`config.mk`:
```
export PLATFORM = sky130hd
export DESIGN_NAME = ftvd_key_cmp
export DESIGN_NICKNAME = d
export VERILOG_FILES = /design/src/sv/ftvd_pkg.sv /design/src/sv/ftvd_key_cmp.sv
export SDC_FILE = /design/constraint.sdc
export NUM_CORES = 1
export LEC_CHECK = 0
export BUFFER_PORTS_ARGS = -buffer_cell sky130_fd_sc_hd__buf_2
export CAP_MARGIN = 25
export CORE_AREA = 2 2 201 203
export DETAILED_ROUTE_END_ITERATION = 10
export DIE_AREA = 0 0 203 205
export PLACE_DENSITY = 0.36
export SLEW_MARGIN = 25
export SYNTH_ARGS = -nofsm -noshare
export SYNTH_HDL_FRONTEND = slang
export SYNTH_SLANG_ARGS = --single-unit
```
`constraint.sdc`:
```
create_clock -name vclk -period 2.05
set_input_delay 0.41 -clock vclk [all_inputs]
set_output_delay 0.41 -clock vclk [all_outputs]
set_load 0.02 [all_outputs]
```
`src/sv/ftvd_pkg.sv`:
```
`default_nettype none

package ftvd_pkg;

    localparam int TABLE_DEPTH_DEF = 1024;
    localparam int IDX_OUT_W       = 10;
    localparam int FACE_SIZE_W     = 16;
    localparam int WORD_W          = 32;
    localparam int KEY_W           = 64;
    localparam int KEY_WORDS       = 4;

    localparam logic [FACE_SIZE_W-1:0] SHORT_FACE_LIMIT = FACE_SIZE_W'(2);

    // Largest magnitude that is not a NaN (the infinity pattern).
    localparam logic [WORD_W-2:0] INF_MAG = 31'h7F80_0000;

    // Four packed 64-bit keys: pos xy, pos z / nor x, nor yz, tex uv.
    typedef logic [KEY_WORDS-1:0][KEY_W-1:0] key_t;

    typedef enum logic [1:0] {
        STATUS_ACCEPTED = 2'd0,
        STATUS_SHORT    = 2'd1,
        STATUS_FULL     = 2'd2
    } status_t;

    // Float equality on raw bit patterns: +0 == -0, NaN never matches.
    function automatic logic word_equal(input logic [WORD_W-1:0] a,
                                        input logic [WORD_W-1:0] b);
        logic [WORD_W-2:0] ma;
        logic [WORD_W-2:0] mb;
        logic              eq;
        ma = a[WORD_W-2:0];
        mb = b[WORD_W-2:0];
        if ((ma > INF_MAG) || (mb > INF_MAG))
        begin
            eq = 1'b0;
        end
        else if ((ma == '0) && (mb == '0))
        begin
            eq = 1'b1;
        end
        else
        begin
            eq = (a == b);
        end
        return eq;
    endfunction

endpackage

`default_nettype wire

```
`src/sv/ftvd_key_cmp.sv`:
```
`default_nettype none

module ftvd_key_cmp
    import ftvd_pkg::*;
(
    input  wire key_t stored,
    input  wire key_t probe,
    output logic      match
);

    logic [2*KEY_WORDS-1:0] lane_eq;

    // Eight independent float compares, ANDed.
    always_comb
    begin
        for (int i = 0; i < KEY_WORDS; i++)
        begin
            lane_eq[2*i]   = word_equal(stored[i][WORD_W-1:0], probe[i][WORD_W-1:0]);
            lane_eq[2*i+1] = word_equal(stored[i][KEY_W-1:WORD_W],
                                        probe[i][KEY_W-1:WORD_W]);
        end
        match = &lane_eq;
    end

endmodule

`default_nettype wire

```
==> results.tsv, run 1 <==
metric	value	unit
fin_nets	2028	
drtAntennaViolNets	0	
seq_area_frac_synth	0	%
ys.warnings.count	0	
run_status	finished with violations	
areaGrowthSynthToFinish	156.8	%
cp_num_buf_inv	4	
seqCellArea	0	sq um
grt_pass1_vias	8985	
slew_viol_final	0	
drt-pass1-iter-count	4	
worst_ep_required_time	1.64	ns
drcViolationCount	0	
period_minus_slack	2.996	ns
drt_iter0_drc	227	
hpwl	35300	um
flops_and_latches	0	
max_freq	333.7	MHz
grt_pass1_wl	53270	um
fillers	4455	
power.leakage	5.325	nW
cp_max_fo	2	
netlist_area	4312	sq um
gp_congestion	0.9030	
rows	73	
nClkBuffers	0	
synth_top_cells_by_count	256 x xor2_1, 165 x nor4_1, 78 x nand4_1	
crit_family	simple AND/OR/NAND/NOR gates	
violations	negative setup slack	
synthTopCellsByArea	xor2_1 52%, nor4_1 24%, nand4_1 11%, nor4_2 3.2%, nor3_1 1.9%	
avgSynthCellArea	7.283	sq um
whs	1.535	ns
synth_cell_types	13	
synth_area_leader_cell	xor2_1	
grt_usage	16.83	%
vias	8337	
drt-total-wl	37200	um
viasPerCell	4.079	
fin_crit_sh	146.2	%
grt_overflow	0	
grt_max_degree	4	
io-pin-count	513	
dieArea	41620	sq um
hold_path_class	primary input to primary output	
crit_path_top_delay_cell	or4_4	
pwr_density_cell	180.4	nW/um^2
die-width	203	um
total_power	1.997	mW
maxSlewHeadroom	66.66	%
path_cells	buf_2, nor4_4, nand4_1, o21ai_2, buf_4, nand4_1, buf_4, or4_4, nor3_4, buf_6	
cp.arrival	2.59	ns
crit_type	primary input to primary output	
ir_worst_vdd	0.06631	mV
antenna_found_initial	11	
synth_nets	1104	
final_layout_size_suffix_gt1_share	64.93	%
fin_area	11070	sq um
worstMarginPinSlew	0.4955	ns
placed_area	10680	sq um
cp_slowest_stage_delay	0.54	ns
setup_violations	1	
fin_ws	-0.9464	ns
wl_per_cell	18.20	um
dieHeight	205	um
yosys.area.top_type_share	52.00	%
io_buffers	513	
startpoint_type	primary input	
rsz0062_at_grt	true	
dp_worst_setup_slack	-1.291	ns
syn_inst	592	
final_hold_viol_count	0	
drv_cap	0	
synth_most_common_cell	xor2_1	
end_kind	primary output	
fp.coreArea	39370	sq um
fin_tns_setup	-0.9464	ns
start_util	10.95	%
==> worst min-delay path: stages <==
cell	delay, ns
buf_2	0.10
nor4_1	0.06
nand4_1	0.09
o22ai_1	0.07
nand4_1	0.08
buf_4	0.12
nor3_4	0.05
buf_6	0.13
==> path summary, 6_finish.rpt <==
kind        start    end  slack (ns)  depth (start not counted)
min   stored[123]  match        1.54                          8
max    probe[139]  match       -0.95                         10
==> repair_timing <==
| action | in CTS | in global routing |
|---|---|---|
| hold buffers | 0 | 0 |
| pin swaps | 23 | 13 |
| setup endpoints to repair | 1 | 1 |
| buffers inserted | 2 | 3 |
| resized for setup | 54 | 11 |
==> cells by family after synthesis <==
kind of cell | synth area share (%)
AOI/OAI and AO/OA | 3.105
xor gates and xnor gates | 52.00
and+or+nand+nor | 44.89
==> stage by stage <==
step / cells / util (%)
after floorplan: 592 / -
final: 2044 / 28.12
after detailed placement: 2039 / 27.12
after CTS: 2036 / 27.85
after global placement: 2039 / 27.12
after global routing: 2043 / 28.12
==> layout by cell type (no fill, tap or decap) <==
cell type  instances
buf_8              1
nor4_1           132
o21ai_2            7
nor4_2            30
buf_4            409
nand2_1           16
xor2_1           256
o21ai_0            5
buf_6              4
o21ai_1            3
o22ai_4            1
o22ai_1            4
nor4_4            14
diode_2            5
or4_1              5
buf_2            508
o22ai_2            3
o21ai_4            1
or4_4              4
nand4_1           78
nor3_4             1
nor2_1            16
nor3_1            16
==> metal layers <==
metal / wire length (um) / global-route usage [%] / vias to the layer above
li1: - / - / 4221
met1: 14120 / 18.54 / 3734
met2: 20030 / 33.76 / 348
met3: 2534 / 3.023 / 30
met4: 491 / 2.398 / 4
met5: 22 / 0 / -
==> where the power goes <==
group	internal [mW]	switching, mW
logic	1.10	0.901
registers	0	0
clock network	0.000000328	0
==> final cells by class <==
| class | instances | area (sq um) | share of cell area, % |
|---|---|---|---|
| tap | 525 | 656.9 | 5.934 |
| antenna | 5 | 12.51 | 0.1130 |
| timing repair buffer | 922 | 5673 | 51.24 |
| multi-input combinational | 592 | 4728 | 42.71 |
Note: power is estimated with default switching activity, not from simulation.
==> run 2: changes to the inputs <==
--- a/config.mk
+++ b/config.mk
@@ -9,6 +9,8 @@
 export CAP_MARGIN = 25
-export CORE_AREA = 2 2 201 203
+export CELL_PAD_IN_SITES_DETAIL_PLACEMENT = 1
+export CELL_PAD_IN_SITES_GLOBAL_PLACEMENT = 1
+export CORE_AREA = 2 2 200 202
 export DETAILED_ROUTE_END_ITERATION = 10
-export DIE_AREA = 0 0 203 205
-export PLACE_DENSITY = 0.36
+export DIE_AREA = 0 0 202 204
+export PLACE_DENSITY = 0.52
 export SLEW_MARGIN = 25
==> constraint.sdc (replaced) <==
create_clock -name vclk -period 2.05
set_input_delay 0.41 -clock vclk [all_inputs]
set_output_delay 0.41 -clock vclk [all_outputs]
set_load 0.005 [all_outputs]
==> run 2 against run 1 <==
  * The flow still finishes with violations (negative setup slack)
  * Die area fell by 0.98%
  * Utilization fell by 0.070 points
  * Hold slack got worse by 0.057 ns
  * First-iteration DRC count rose by 14%
==> results.tsv, run 2 (synthesis gave the netlist of run 1 again) <==
metric	value	unit
wl_per_cell	19.09	um
drtAntennaViolNets	0	
io-pin-count	513	
drcViolationCount	0	
dieHeight	204	um
layout_common_cells	511 x buf_2, 414 x buf_4, 256 x xor2_1, 143 x nor4_1, 78 x nand4_1	
slew_viol_final	0	
drt-pass1-iter-count	4	
startpoint_type	primary input	
violations	negative setup slack	
hold_buffers	0	
drt_iter0_drc	259	
power.leakage	5.355	nW
viasPerCell	4.180	
nClkBuffers	0	
worstMarginPinSlew	0.8111	ns
pwr_density_cell	183.7	nW/um^2
crit_type	primary input to primary output	
drv_cap	0	
grt_usage	17.88	%
grt_pass1_wl	56130	um
antenna_found_initial	9	
cp.arrival	2.61	ns
setup_violations	1	
grt_max_degree	4	
fp.coreArea	39180	sq um
ir_worst_vdd	0.08448	mV
end_kind	primary output	
final_layout_size_suffix_gt1_share	64.10	%
worst_ep_required_time	1.64	ns
dp_worst_setup_slack	-1.569	ns
io_buffers	513	
final_hold_viol_count	0	
grt_overflow	0	
max_freq	331.5	MHz
grt_pass1_vias	9406	
fin_nets	2035	
fin_ws	-0.9662	ns
rows	73	
cp_max_fo	2	
vias	8574	
dieArea	41210	sq um
fin_crit_sh	147.1	%
run_status	finished with violations	
flops_and_latches	0	
maxSlewHeadroom	45.43	%
period_minus_slack	3.016	ns
hpwl	37250	um
gp_congestion	0.9347	
seqCellArea	0	sq um
hold_path_class	primary input to primary output	
fin_tns_setup	-0.9662	ns
final_common_cell	buf_2	
drt-total-wl	39160	um
die-width	202	um
areaGrowthSynthToFinish	154.9	%
rsz0062_at_grt	true	
start_util	11.00	%
run 2: timing repair:
item                                   in CTS  in global routing
pin swaps                                   8                  6
endpoints found under the hold margin       0                  0
setup endpoints to repair                   1                  1
setup buffers                               0                  0
gates resized for setup                    24                 16
run 2: stage by stage:
stage | cell area (sq um) | utilization, % | total power, mW | hold WS (ns) | std cells
after floorplan | 4398 | - | 0.4196 | 1.081 | 592
after global placement | 10770 | 27.49 | 1.971 | 1.497 | 2046
after detailed placement | 10770 | 27.49 | 2.004 | 1.502 | 2046
after CTS | 10890 | 27.78 | 2.031 | 1.499 | 2046
after global routing | 10980 | 28.03 | 2.192 | 1.546 | 2048
final | 10990 | 28.05 | 2.020 | 1.479 | 2051
run 2: final cells by class:
cell class | count | area (sq um)
diodes | 5 | 12.51
fillers | 4990 | 28190
multi-input cells | 592 | 4591
well taps | 525 | 656.9
repair buffers | 929 | 5732
run 2: final timing paths:
kind  slack [ns]        start  cells after the start  endpoint
max        -0.97     probe[0]                      9     match
min         1.48  stored[197]                      8     match
run 2: metal layers:
metal	routed length, um	part of all wire, %	track usage [%]
met1	15440	39	20.56
met2	20480	52	35.44
met3	2429	6.2	2.647
met4	758	1.9	2.022
met5	44	0.11	0
run 2: critical path: stages:
cell     delay, ns
buf_2         0.11
nor4_1        0.36
nand4_1       0.18
or4_1         0.53
o22ai_1       0.33
buf_4         0.18
nand4_1       0.14
nor3_4        0.21
buf_2         0.16
run 2: report_power, final:
| group | switching, mW | total [mW] | internal [mW] |
|---|---|---|---|
| Sequential | 0 | 0 | 0 |
| Clock | 0 | 0.000000328 | 0.000000328 |
| Combinational | 0.923 | 2.02 | 1.10 |
| Total | 0.923 | 2.02 | 1.10 |
